File: src/sv/kld_pkg.sv
// shared types, constants and the leading-one helper of the divergence accumulator
// no dependencies
package kld_pkg;

  localparam int LnFracBits = 24;
  localparam int LogWidth   = 5 + LnFracBits;
  localparam logic [31:0] Ln2Q32 = 32'hB172_17F8;

  localparam logic [1:0] ST_OK       = 2'd0;
  localparam logic [1:0] ST_MISSING  = 2'd1;
  localparam logic [1:0] ST_INFINITE = 2'd2;
  localparam logic [1:0] ST_OVERFLOW = 2'd3;

  // one squaring cell of the log2 chain
  typedef struct packed {
    logic        vld;
    logic [31:0] x;
    logic [31:0] y;
    logic        xm;
    logic        ym;
    logic        last;
    logic [31:0] mx;
    logic [31:0] my;
    logic [4:0]  ex;
    logic [4:0]  ey;
    logic [LnFracBits-1:0] fx;
    logic [LnFracBits-1:0] fy;
  } kld_cell_t;

  function automatic logic [4:0] kld_msb(input logic [31:0] v);
    logic [4:0] e;
    e = 5'd0;
    for (int i = 0; i < 32; i++) begin
      if (v[i]) begin
        e = 5'(i);
      end
    end
    return e;
  endfunction

endpackage

File: src/sv/kld_cell.sv
// one squaring step for the log2 fractions of both operands
// depends on kld_pkg
module kld_cell (
  input  logic               clk,
  input  logic               rst_n,
  input  kld_pkg::kld_cell_t cell_in,
  output kld_pkg::kld_cell_t cell_out
);
  import kld_pkg::*;

  kld_cell_t  cell_r;
  kld_cell_t  cell_nxt;
  logic [63:0] sqx;
  logic [63:0] sqy;

  always_comb begin
    sqx = 64'(cell_in.mx) * 64'(cell_in.mx);
    sqy = 64'(cell_in.my) * 64'(cell_in.my);
    cell_nxt = cell_in;
    cell_nxt.fx = {cell_in.fx[LnFracBits-2:0], sqx[63]};
    cell_nxt.fy = {cell_in.fy[LnFracBits-2:0], sqy[63]};
    cell_nxt.mx = sqx[63] ? sqx[63:32] : sqx[62:31];
    cell_nxt.my = sqy[63] ? sqy[63:32] : sqy[62:31];
  end

  always_ff @(posedge clk) begin
    if (!rst_n) begin
      cell_r.vld <= 1'b0;
    end else begin
      cell_r.vld <= cell_nxt.vld;
    end
    cell_r.x    <= cell_nxt.x;
    cell_r.y    <= cell_nxt.y;
    cell_r.xm   <= cell_nxt.xm;
    cell_r.ym   <= cell_nxt.ym;
    cell_r.last <= cell_nxt.last;
    cell_r.mx   <= cell_nxt.mx;
    cell_r.my   <= cell_nxt.my;
    cell_r.ex   <= cell_nxt.ex;
    cell_r.ey   <= cell_nxt.ey;
    cell_r.fx   <= cell_nxt.fx;
    cell_r.fy   <= cell_nxt.fy;
  end

  assign cell_out = cell_r;

endmodule

File: config.mk
export PLATFORM = sky130hd
export DESIGN_NAME = kld_cell
export DESIGN_NICKNAME = d
export VERILOG_FILES = /design/src/sv/kld_pkg.sv /design/src/sv/kld_cell.sv
export SDC_FILE = /design/constraint.sdc
export NUM_CORES = 2
export LEC_CHECK = 0
export BUFFER_PORTS_ARGS = -buffer_cell sky130_fd_sc_hd__buf_4
export CAP_MARGIN = 10
export CELL_PAD_IN_SITES_DETAIL_PLACEMENT = 1
export CELL_PAD_IN_SITES_GLOBAL_PLACEMENT = 1
export CORE_UTILIZATION = 45
export CTS_CLUSTER_DIAMETER = 80
export DETAILED_ROUTE_END_ITERATION = 8
export GPL_ROUTABILITY_DRIVEN = 0
export PLACE_DENSITY = 0.83
export SLEW_MARGIN = 40
export SYNTH_ARGS = -nofsm -noshare
export SYNTH_HDL_FRONTEND = slang
export SYNTH_SLANG_ARGS = --single-unit
File: constraint.sdc
create_clock -name clk -period 9.3 [get_ports clk]
set_input_delay 0.465 -clock clk [delete_from_list [all_inputs] [get_ports clk]]
set_output_delay 0.465 -clock clk [all_outputs]
set_load 0.01 [all_outputs]
Word-level counts from Yosys, hierarchy flattened
Cells that the tools add are included.
{"block": "totals", "elab_cells": 18, "inputBits": 192, "out_inout_bits": 190, "regBits": 190}
{"block": "classes", "n_mul": 2, "muxes": 2}
{"op": "multiplier 32 x 32 -> 64 bit", "n": 2}
{"op": "2-to-1 mux 31 bit", "n": 2}

Longest topological paths before layout
{"block": "logic_depth", "ltp_word": 2, "ltp_mapped": 31, "depth_no_buf": 27}

Least setup slack after synthesis
No wires, ideal clock.
{"block": "synth_path", "path_type": "input port to flip-flop", "start": "input cell_in[72] (netlist bit)", "end": "register cell_r, in the netlist cell_out[71]", "slack_ps": 1247, "stages": 28, "setup_time_ps": 121, "path_buffers": 3, "arrival_ps": 7932, "path_cell_list": "clkbuf_1 > clkbuf_1 > nand2_1 > fa_1 > inv_1 > fa_1 > inv_1 > fa_1 > fa_1 > inv_1 > fa_1 > inv_1 > fa_1 > inv_1 > fa_1 > fa_1 > ha_1 > a21oi_1 > o21ai_0 > a211o_1 > a311oi_1 > a21oi_1 > a21o_2 > a31oi_4 > o41ai_4 > xnor2_2 > buf_4 > mux2_2"}
{"item": "from (decl)", "line_no": "kld_cell.sv:6", "source": "input kld_pkg::kld_cell_t cell_in,"}
{"item": "to (decl)", "line_no": "kld_cell.sv:11", "source": "kld_cell_t cell_r;"}

==> impl_metrics.json <==
{
  "cts_root_buf": "clkbuf_16",
  "grt_pass1_vias": 56640,
  "grt_usage_pct": 31.65,
  "place_hpwl_mm": 181.8,
  "fin_nets": 9154,
  "vias_per_cell": 5.316,
  "setup-tns-final_ps": 0,
  "syn_avg_cell_area_um2": 9.596,
  "netlist_instances": 6549,
  "clock-sinks": 190,
  "ys.warnings.count": 0,
  "status": "finished, final reports clean",
  "crit_slowest_cell": "a21oi_1",
  "setup.worst_path.end_class": "flop",
  "async_flop_share_pct": 0,
  "post_drt_wl_per_cell_um": 24.72,
  "min_path_type": "in2reg",
  "critPathMostFrequentCell": "fa_1",
  "antenna_found_initial": 7,
  "cts_made_buffers": 17,
  "final_antenna_net_count": 0,
  "max-slew-margin-rel_pct": 44.78,
  "clock_path_buffers": 2,
  "synth_nets": 8921,
  "port_buffers": 379,
  "cp.arrival_ps": 8940,
  "min_period_over_period_pct": 91.80,
  "synth_cell_types": 71,
  "worstSetupPathType": "in2reg",
  "htreeDepth": 4,
  "die_x_um": 375.7,
  "die_y_um": 375.7,
  "cts_tree": "done",
  "period_minus_slack_ps": 8537,
  "grt_max_degree": 41,
  "max_stage_delay_ps": 700,
  "core_um2": 138000,
  "required_ps": 9700,
  "critPathBufInv": 5,
  "dp_cells": 8625,
  "start_util_pct": 45.54,
  "final_cells": 8663,
  "cts_setup_buffers": 0,
  "maxCapViolations": 0,
  "placed_area_um2": 67750,
  "synth_edf_count": 0,
  "largest_reg_flops": 190,
  "final_cell_area_um2": 68380,
  "slew_viol_final": 0,
  "rows": 136,
  "synth-seq-cells": 190,
  "routed-via-count": 46050,
  "drt_pass1_iterations": 5,
  "pin_count": 382,
  "cp_max_fo": 15,
  "grt-ovfl-total": 0,
  "dieArea_um2": 141100,
  "start_kind": "input pin",
  "drt-initial-drc-count": 2580,
  "tightest_slew_ps": 821.9,
  "rsz0062_at_grt": "false",
  "grt_pass1_wl_mm": 332.7,
  "path_clk_slew_ps": 100,
  "syn-cell-area_um2": 62840,
  "area_growth_pct": 8.812,
  "wirelength_mm": 214.2,
  "timing.fmax_ghz": 0.1171,
  "drc_errors": 0,
  "finalHoldViolations": 0,
  "ys.flop_type": "dfxtp_1",
  "ys_seq_area_share_pct": 6.053,
  "cp_top_family": "adder cells",
  "whs_ps": 54.66,
  "setup_viol": 0,
  "drive_gt1_share_pct": 8.595
}
cells in the mapped netlist, drive strengths merged, types with 9 or more instances:
library cell / n / area share [%]
nand2: 573 / 3.4
o21ai: 56 / 0.45
nor2: 117 / 0.70
o21bai: 26 / 0.31
and3: 15 / 0.15
a31o: 23 / 0.32
nand4: 30 / 0.30
fa: 1582 / 50
or2: 13 / 0.13
and2: 461 / 4.6
nand3: 29 / 0.23
xnor2: 81 / 1.1
nor3: 15 / 0.12
mux2i: 23 / 0.37
a21o: 97 / 1.2
xor2: 78 / 1.1
and4: 10 / 0.14
inv: 1948 / 12
clkbuf: 232 / 1.4
nand2b: 9 / 0.090
buf: 10 / 0.080
ha: 598 / 12
nor2b: 18 / 0.18
a31oi: 22 / 0.24
o21a: 14 / 0.17
dfxtp: 190 / 6.1
mux2: 47 / 0.84
a21oi: 139 / 1.1
a211oi: 9 / 0.13
layer usage:
metal	vias to the layer above	part of all wire, %	GRT usage, %
met4	6	6.6	18.24
met1	24060	36	35.74
met2	1839	52	56.37
met5	-	0.021	0
met3	671	6.1	5.151
li1	19470	-	-
final timing paths:
check                       to  cells after the start        start
setup / recovery  cell_out[69]                     25  cell_in[74]
hold / removal    cell_out[26]                      1  cell_in[25]
cell usage in the layout, fill, tap and decap left out, types with 15 or more instances in the layout:
cell       netlist  routed
a31o_2          23      23
mux2i_1         23      23
xnor2_1         80      79
a21oi_1        138     138
fa_1          1582    1582
o21ai_0         56      56
a21o_1          96      96
inv_1         1948    1948
nor3_1          15      15
o21bai_1        26      26
and2_1         461     461
nand4_1         30      30
ha_1           598     598
a31oi_1         21      21
nand3_1         29      29
nor2_1         117     117
xor2_1          78      78
dfxtp_1        190     190
and3_1          15      15
buf_4            2     451
nand2_1        573     573
nor2b_1         18      18
mux2_2          47      47
clkbuf_16        0      17
repair_timing:
| item | CTS | global route |
|---|---|---|
| hold buffers | 1 | 0 |
| endpoints found under the hold margin | 1 | 0 |
| gates resized for setup | 0 | 0 |
final cells by class:
cell class	count	area (um2)
multi-input cells	4168	50830
diodes	5	12.51
repair buffers	456	3476
inverters	1949	7316
flip-flops and latches	190	3804
clock buffers	17	425.4
well taps	1863	2331
fillers	15690	69620
clock inverters	15	182.7
kinds of logic after synthesis:
logic type      after synthesis  share of synthesized area, %
fa+ha+maj                  2180                         62.30
compound gates              453                         4.864
xor+xnor                    159                         2.228
mux                          70                         1.209
simple gates               1306                         10.24
buf+inv                    2191                         13.11
flops                       190                         6.053
per-stage QoR:
step	setup slack [ps]	util, %
2_1_floorplan	1247	-
3_3_place_gp	569.2	49.09
3_5_place_dp	384.4	49.09
4_1_cts	898.9	49.54
5_1_grt	463.6	49.54
6_report	762.9	49.55
Power is left out: the tool's default activity adds up to more than one toggle a clock period on the data nets, which glitch-free logic cannot reach.
