### config.mk
export PLATFORM = sky130hd
export DESIGN_NAME = kld_accum
export DESIGN_NICKNAME = d
export VERILOG_FILES = /design/src/sv/kld_pkg.sv /design/src/sv/kld_accum.sv
export SDC_FILE = /design/constraint.sdc
export NUM_CORES = 2
export LEC_CHECK = 0
export ABC_CLOCK_PERIOD_IN_PS = 17500
export BUFFER_PORTS_ARGS = -buffer_cell sky130_fd_sc_hd__buf_4
export CAP_MARGIN = 20
export CORE_AREA = 2 2 409 411
export CTS_CLUSTER_DIAMETER = 100
export CTS_CLUSTER_SIZE = 25
export DETAILED_ROUTE_END_ITERATION = 8
export DIE_AREA = 0 0 411 413
export MAX_ROUTING_LAYER = met4
export PLACE_DENSITY = 0.66
export SYNTH_ARGS = -nofsm -noshare
export SYNTH_HDL_FRONTEND = slang
export SYNTH_SLANG_ARGS = --single-unit
export TNS_END_PERCENT = 100
### constraint.sdc
create_clock -name clk -period 17.5 [get_ports clk]
set_input_delay 0.875 -clock clk [delete_from_list [all_inputs] [get_ports clk]]
set_output_delay 0.875 -clock clk [all_outputs]
set_load 0.05 [all_outputs]
### src/sv/kld_pkg.sv
// shared types, constants and the leading-one helper of the divergence accumulator
// no dependencies
package kld_pkg;

  localparam int LnFracBits = 24;
  localparam int LogWidth   = 5 + LnFracBits;
  localparam logic [31:0] Ln2Q32 = 32'hB172_17F8;

  localparam logic [1:0] ST_OK       = 2'd0;
  localparam logic [1:0] ST_MISSING  = 2'd1;
  localparam logic [1:0] ST_INFINITE = 2'd2;
  localparam logic [1:0] ST_OVERFLOW = 2'd3;

  // one squaring cell of the log2 chain
  typedef struct packed {
    logic        vld;
    logic [31:0] x;
    logic [31:0] y;
    logic        xm;
    logic        ym;
    logic        last;
    logic [31:0] mx;
    logic [31:0] my;
    logic [4:0]  ex;
    logic [4:0]  ey;
    logic [LnFracBits-1:0] fx;
    logic [LnFracBits-1:0] fy;
  } kld_cell_t;

  function automatic logic [4:0] kld_msb(input logic [31:0] v);
    logic [4:0] e;
    e = 5'd0;
    for (int i = 0; i < 32; i++) begin
      if (v[i]) begin
        e = 5'(i);
      end
    end
    return e;
  endfunction

endpackage

### src/sv/kld_accum.sv
// term arithmetic, clamping and the running sum with status
// depends on kld_pkg
module kld_accum (
  input  logic               clk,
  input  logic               rst_n,
  input  kld_pkg::kld_cell_t cell_in,
  output logic               res_vld,
  output logic [63:0]        res_total,
  output logic [1:0]         res_status
);
  import kld_pkg::*;

  // stage a: log difference times ln2
  logic              a_vld_r;
  logic [31:0]       a_x_r, a_y_r;
  logic              a_xm_r, a_ym_r, a_last_r, a_pos_r;
  logic [63:0]       a_ln_r;
  // stage b: x times ln magnitude
  logic              b_vld_r;
  logic [31:0]       b_x_r, b_y_r;
  logic              b_xm_r, b_ym_r, b_last_r, b_pos_r;
  logic [63:0]       b_pa_r, b_pb_r;

  logic [LogWidth-1:0] lx, ly, dm;
  logic              pos;
  logic [95:0]       ln_prod;
  logic [63:0]       ln_nxt;
  logic [63:0]       xl;
  logic signed [65:0] st;
  logic [63:0]       term;
  logic [64:0]       sum;
  logic [63:0]       sum_r, sum_nxt;
  logic [1:0]        stat_r, stat_nxt;
  logic              res_vld_r;
  logic [63:0]       res_total_r;
  logic [1:0]        res_status_r;

  always_comb begin
    lx  = {cell_in.ex, cell_in.fx};
    ly  = {cell_in.ey, cell_in.fy};
    pos = lx >= ly;
    dm  = pos ? lx - ly : ly - lx;
    ln_prod = 96'(dm) * 96'(Ln2Q32);
    ln_nxt  = ln_prod[95:32];
  end

  always_ff @(posedge clk) begin
    if (!rst_n) begin
      a_vld_r <= 1'b0;
      b_vld_r <= 1'b0;
    end else begin
      a_vld_r <= cell_in.vld;
      b_vld_r <= a_vld_r;
    end
    a_x_r <= cell_in.x;  a_y_r <= cell_in.y;
    a_xm_r <= cell_in.xm; a_ym_r <= cell_in.ym;
    a_last_r <= cell_in.last; a_pos_r <= pos;
    a_ln_r <= ln_nxt;
    b_x_r <= a_x_r;  b_y_r <= a_y_r;
    b_xm_r <= a_xm_r; b_ym_r <= a_ym_r;
    b_last_r <= a_last_r; b_pos_r <= a_pos_r;
    b_pa_r <= 64'(a_x_r) * 64'(a_ln_r[63:32]);
    b_pb_r <= 64'(a_x_r) * 64'(a_ln_r[31:0]);
  end

  always_comb begin
    if (LnFracBits >= 16) begin
      xl = (b_pa_r << (48 - LnFracBits)) + (b_pb_r >> (LnFracBits - 16));
    end else begin
      xl = (b_pa_r << (48 - LnFracBits)) + (b_pb_r << (16 - LnFracBits));
    end
    st = (b_pos_r ? $signed({2'b00, xl}) : -$signed({2'b00, xl}))
         - $signed({18'd0, b_x_r, 16'd0}) + $signed({18'd0, b_y_r, 16'd0});
    st = $signed({{2{st[63]}}, st[63:0]});
    if (b_x_r == 32'd0) begin
      term = {16'd0, b_y_r, 16'd0};
    end else if (st[63]) begin
      term = 64'd0;
    end else begin
      term = st[63:0];
    end
    sum = 65'(sum_r) + 65'(term);
    sum_nxt  = sum_r;
    stat_nxt = stat_r;
    if (stat_r == ST_OK) begin
      if (b_xm_r || b_ym_r) begin
        stat_nxt = ST_MISSING;
      end else if (b_x_r != 32'd0 && b_y_r == 32'd0) begin
        stat_nxt = ST_INFINITE;
      end else if (sum[64]) begin
        sum_nxt  = '1;
        stat_nxt = ST_OVERFLOW;
      end else begin
        sum_nxt = sum[63:0];
      end
    end
  end

  always_ff @(posedge clk) begin
    if (!rst_n) begin
      sum_r     <= '0;
      stat_r    <= ST_OK;
      res_vld_r <= 1'b0;
    end else begin
      res_vld_r <= b_vld_r && b_last_r;
      if (b_vld_r) begin
        if (b_last_r) begin
          sum_r  <= '0;
          stat_r <= ST_OK;
        end else begin
          sum_r  <= sum_nxt;
          stat_r <= stat_nxt;
        end
      end
    end
    res_total_r  <= (stat_nxt == ST_OK || stat_nxt == ST_OVERFLOW) ? sum_nxt : 64'd0;
    res_status_r <= stat_nxt;
  end

  assign res_vld    = res_vld_r;
  assign res_total  = res_total_r;
  assign res_status = res_status_r;

  a_ovf_sat: assert property (@(posedge clk) disable iff (!rst_n)
    stat_r == ST_OVERFLOW |-> sum_r == '1) else $error("overflow without saturation");
  a_clear: assert property (@(posedge clk) disable iff (!rst_n)
    b_vld_r && b_last_r |=> sum_r == '0 && stat_r == ST_OK) else $error("no clear after last");
  a_err_zero: assert property (@(posedge clk) disable iff (!rst_n)
    res_vld_r && (res_status_r == ST_MISSING || res_status_r == ST_INFINITE)
      |-> res_total_r == '0) else $error("error total not zero");

endmodule

# Word level (Yosys, flattened, before mapping)
# Cells that the tools add are included.
# classes
addsub	6
n_mul	2
order_cmp	1
eq_ne	1
mux	14
reduce_logical	9
# ops
operator	n
$mux W64	6
$mux W63	2
$add A64 B64 Y65	1
$add A64 B49 Y64	1
$logic_not A32 Y1	2
$neg A53 Y64	1
$sub A64 B49 Y64	1
$mul A32 B29 Y61	1
$mul A29 B29 Y58 const B	1
$sub A29 B29 Y29	2
$reduce_bool A32 Y1	1
$ge A29 B29 Y1	1
$mux W29	1
$mux W2	5
$logic_not A2 Y1	2
$eq A2 B2 Y1 const B	1
$logic_and A1 B1 Y1	2
$logic_or A1 B1 Y1	2
# word_totals
reg_bits	361
input_bits	192
output_inout_bits	67
wordCells	54

# Depth between registers and ports, before layout
# logic_depth
depth_word	13
mapped_depth	43
depth_no_buf	41

# Least setup slack after synthesis
# OpenSTA, ideal clock, no wires.
# synth_path
path_kind	input to register
from	input port cell_in[21] (netlist name)
to	register a_ln_r[23]
setup_time_ns	0.124
arrival_time_ns	10.364
required_time_ns	17.376
slack_ns	7.012
stages	34
path_buffers	4
cell_sequence	inv_1 ha_1 buf_2 nand4_1 or2_2 or3_4 o21ai_4 buf_6 buf_6 buf_2 a21oi_1 nor2_1 o221ai_1 xnor2_1 fa_1 fa_1 inv_1 fa_1 fa_1 fa_1 fa_1 fa_1 fa_1 ha_1 a21oi_1 o21ai_0 or3_1 or3_1 nand2_1 o21a_1 a311oi_1 nor3_1 mux2i_1 nand3_1
# synth_via
elab_chain_len	3
word_cells_on_any_way	5
cone_classes	add/sub: 2; mul: 1; order compare: 1; mux: 1
# synth_rtl
item	line	text
start, declared	kld_accum.sv:6	input kld_pkg::kld_cell_t cell_in,
$sub A29 B29 Y29 or $ge A29 B29 Y1 (tied branches)	kld_accum.sv:42, kld_accum.sv:41	
$mux W29 *	kld_accum.sv:42	dm = pos ? lx - ly : ly - lx;
$mul A29 B29 Y58 *	kld_accum.sv:43	ln_prod = 96'(dm) * 96'(Ln2Q32);
named net ln_nxt[23]	kld_accum.sv:27	logic [63:0] ln_nxt;
end signal, assigned	kld_accum.sv:58	a_ln_r <= ln_nxt;
end, declared	kld_accum.sv:17	logic [63:0] a_ln_r;
# Mark *: on every way through the listed nets, which the timed path passes. The rest lies on a longest branch.
# A chain may end at the register's enable or synchronous reset.

# Worst setup path in the final report
# layout_path
from	input port cell_in[22] (netlist name)
to	register a_ln_r[28]
# The elaborated chain is that of the path after synthesis.

==> results.py <==
metrics = {
    "logic_synthesis": {
        "synth_area_um2": 65900,
        "yosys_register_bits": 353,
        "ys.flop_type": "dfxtp_1",
        "synthesis.nets": 9535,
        "synthCells": 7443,
        "synth-async-reset-ratio_pct": 0,
        "seq_area_frac_synth_pct": 10.7,
        "synth_edf_count": 0,
        "synth.avg_cell_area_um2": 8.85,
        "synth-warning-count": 0,
        "synthDistinctLibCells": 106,
    },
    "clock_tree": {
        "cts_root_buf": "clkbuf_16",
        "cts_tree": "yes",
        "clk_latency_ns": 0.60,
        "cts_resized": 0,
        "clockBufferDepth": 3,
        "post-cts-setup-buffers": 0,
        "cts_htree_levels": 1,
        "numCtsBuffers": 21,
        "cts_hold_buf": 0,
        "clk_pin_slew_ns": 0.10,
        "cts_sinks": 353,
    },
    "timing": {
        "min_period_ns": 11.58,
        "slew_violations": 0,
        "slew_headroom_pct": 31.2,
        "skew_ns": 0.0531,
        "finalCritPeriodShare_pct": 66.1,
        "finalHoldViolCount": 0,
        "fmax_ghz": 0.0864,
        "worst_pin_slew_ns": 1.03,
        "setup_tns_ns": 0,
        "rsz0062_at_grt": "false",
        "finalSetupViolations": 0,
    },
    "cells_and_area": {
        "finish.utilization_pct": 42.3,
        "final.fill_count": 16400,
        "drive_gt1_share_pct": 6.10,
        "final_net_count": 9508,
        "area_growth_pct": 6.45,
    },
    "worst_setup_path": {
        "worstPathArrival_ns": 12.09,
        "startpoint": "cell_in[22]",
        "start_kind": "input port",
        "cp_max_fo": 46,
        "criticalPathCategory": "input port to flip-flop",
        "rr_worst_depth": 34,
        "cp_top_family": "adder cells",
        "worstReg2RegStart": "b_pb_r[10]",
        "path_buf_inv": 5,
        "crit_slowest_cell": "xor2_1",
        "crit-reg2reg-capture": "res_total[59]",
        "crit_path_end_kind": "flip-flop",
        "required_ns": 18.02,
        "regToRegSetupSlack_ns": 5.95,
        "cpMostUsedCell": "fa_1",
        "cpPeakStageDelay_ns": 0.73,
    },
    "detailed_routing": {
        "drt_wl_total_mm": 184,
        "firstDrtPassIters": 5,
        "drtIter0Drc": 3127,
        "wl_per_cell_um": 19.1,
        "final_antenna_net_count": 0,
        "post-route-drc-count": 0,
        "vias": 50600,
        "via_per_inst": 5.26,
    },
    "status": {
        "status": "finished, final reports clean",
    },
    "global_route": {
        "grt_first_pass_wirelength_mm": 293,
        "grt.total_usage_pct": 22.3,
        "antenna_found_initial": 6,
        "gr-total-overflow": 0,
        "grt_pass1_vias": 52600,
        "grt_max_degree": 65,
    },
    "floorplanning": {
        "core_area_um2": 166000,
        "io_pins": 259,
        "num_rows": 150,
        "die_x_um": 411,
        "die-area_um2": 170000,
        "start_util_pct": 39.7,
        "die_h_um": 413,
    },
    "min_path": {
        "min_to": "b_y_r[10]",
        "hold_class": "flip-flop to flip-flop",
        "hp-start": "a_y_r[10]",
        "worstHoldPathCells": 0,
    },
    "place": {
        "hpwl_mm": 153,
        "gp_congestion": 0.952,
        "port_buffers": 194,
    },
    "run": {
        "max_cap_viol_count": 0,
    },
}
## kinds of logic after synthesis
group	share of synthesized area, %
adders and majority gates	49.0
DFF	10.7
xor gates and xnor gates	4.48
muxes	0.241
and+or+nand+nor	13.0
buffers and inverters	10.0
AOI/OAI and AO/OA	12.6
## area by class of cell
cell class,instances,area (um2),share of cell area (%)
Antenna cell,3,7.51,0.0107
Clock buffer,21,526,0.750
Clock inverter,11,130,0.186
Inverter,1383,5190,7.40
Multi-Input combinational cell,5364,52200,74.5
Sequential cell,353,7080,10.1
Tap cell,2204,2760,3.93
Timing Repair Buffer,293,2200,3.14
## synthesized netlist by cell type, types with 37 or more instances
cell type | instances | area, um2
xor2_1 | 113 | 990
xnor2_1 | 212 | 1860
ha_1 | 773 | 9670
a21oi_1 | 433 | 2170
and3_1 | 37 | 231
clkbuf_1 | 300 | 1130
a31oi_1 | 38 | 238
nor3_1 | 63 | 315
fa_1 | 1127 | 22600
a21o_1 | 195 | 1460
and2_1 | 281 | 1760
nand2_1 | 912 | 3420
nand3_1 | 67 | 335
o21bai_1 | 76 | 571
nand4_1 | 66 | 413
nor2_1 | 252 | 946
inv_1 | 1379 | 5180
o21ai_0 | 234 | 1170
dfxtp_1 | 353 | 7070
## metrics by stage
stage / instances / hold WS, ns / setup WS [ns] / instance area, um2
4_1_cts: 9629 / 0.309 / 5.90 / 70100
3_5_place_dp: 9597 / 0.312 / 5.31 / 69400
5_1_grt: 9631 / 0.314 / 5.28 / 70100
6_report: 9632 / 0.318 / 5.92 / 70100
3_3_place_gp: 9597 / 0.316 / 5.34 / 69400
2_1_floorplan: 7443 / 0.310 / 7.01 / 65900
## routing by layer
layer,vias up,routed length [um],global-route usage [%]
li1,23500,-,-
met1,25400,79000,28.6
met4,0,5920,6.41
met5,-,0,-
met2,1498,88900,37.8
met3,258,9870,1.75
## worst max-delay path by stage
stage | end | depth (start not counted)
after floorplan | a_ln_r[23] | 34
after global placement | a_ln_r[28] | 35
after detailed placement | a_ln_r[28] | 35
after CTS | res_total[59] | 34
after global routing | sum_r[30] | 35
final | a_ln_r[28] | 35
## cell usage in the layout (no fill, tap or decap), types with 11 or more instances in the layout
cell type / count
inv_1: 1379
fa_1: 1127
nand2_1: 912
ha_1: 773
a21oi_1: 433
dfxtp_1: 346
buf_4: 293
and2_1: 280
nor2_1: 249
o21ai_0: 234
xnor2_1: 211
a21o_1: 195
xor2_1: 113
o21bai_1: 76
nand3_1: 67
nand4_1: 66
nor3_1: 63
a31oi_1: 38
and3_1: 37
o21a_1: 35
nor2b_1: 34
nor4_1: 30
o221a_2: 29
a211oi_1: 26
o21ai_2: 24
clkbuf_16: 21
nand2b_1: 19
or3_1: 18
a21boi_0: 17
o211ai_1: 15
or2_2: 14
o22ai_1: 14
o211a_1: 13
mux2i_1: 11
## registers in the layout, summed over array words and instances (netlist names), 2 cells and up
name and cells:
a_ln_r 29, a_x_r 32, a_y_r 32, b_pb_r 53, b_x_r 32, b_y_r 32
res_status 2, res_total 64, stat_r 2, sum_r 64
Power is not shown: default switching activity piles up to over one toggle a cycle in this logic, so the estimate is an artifact.
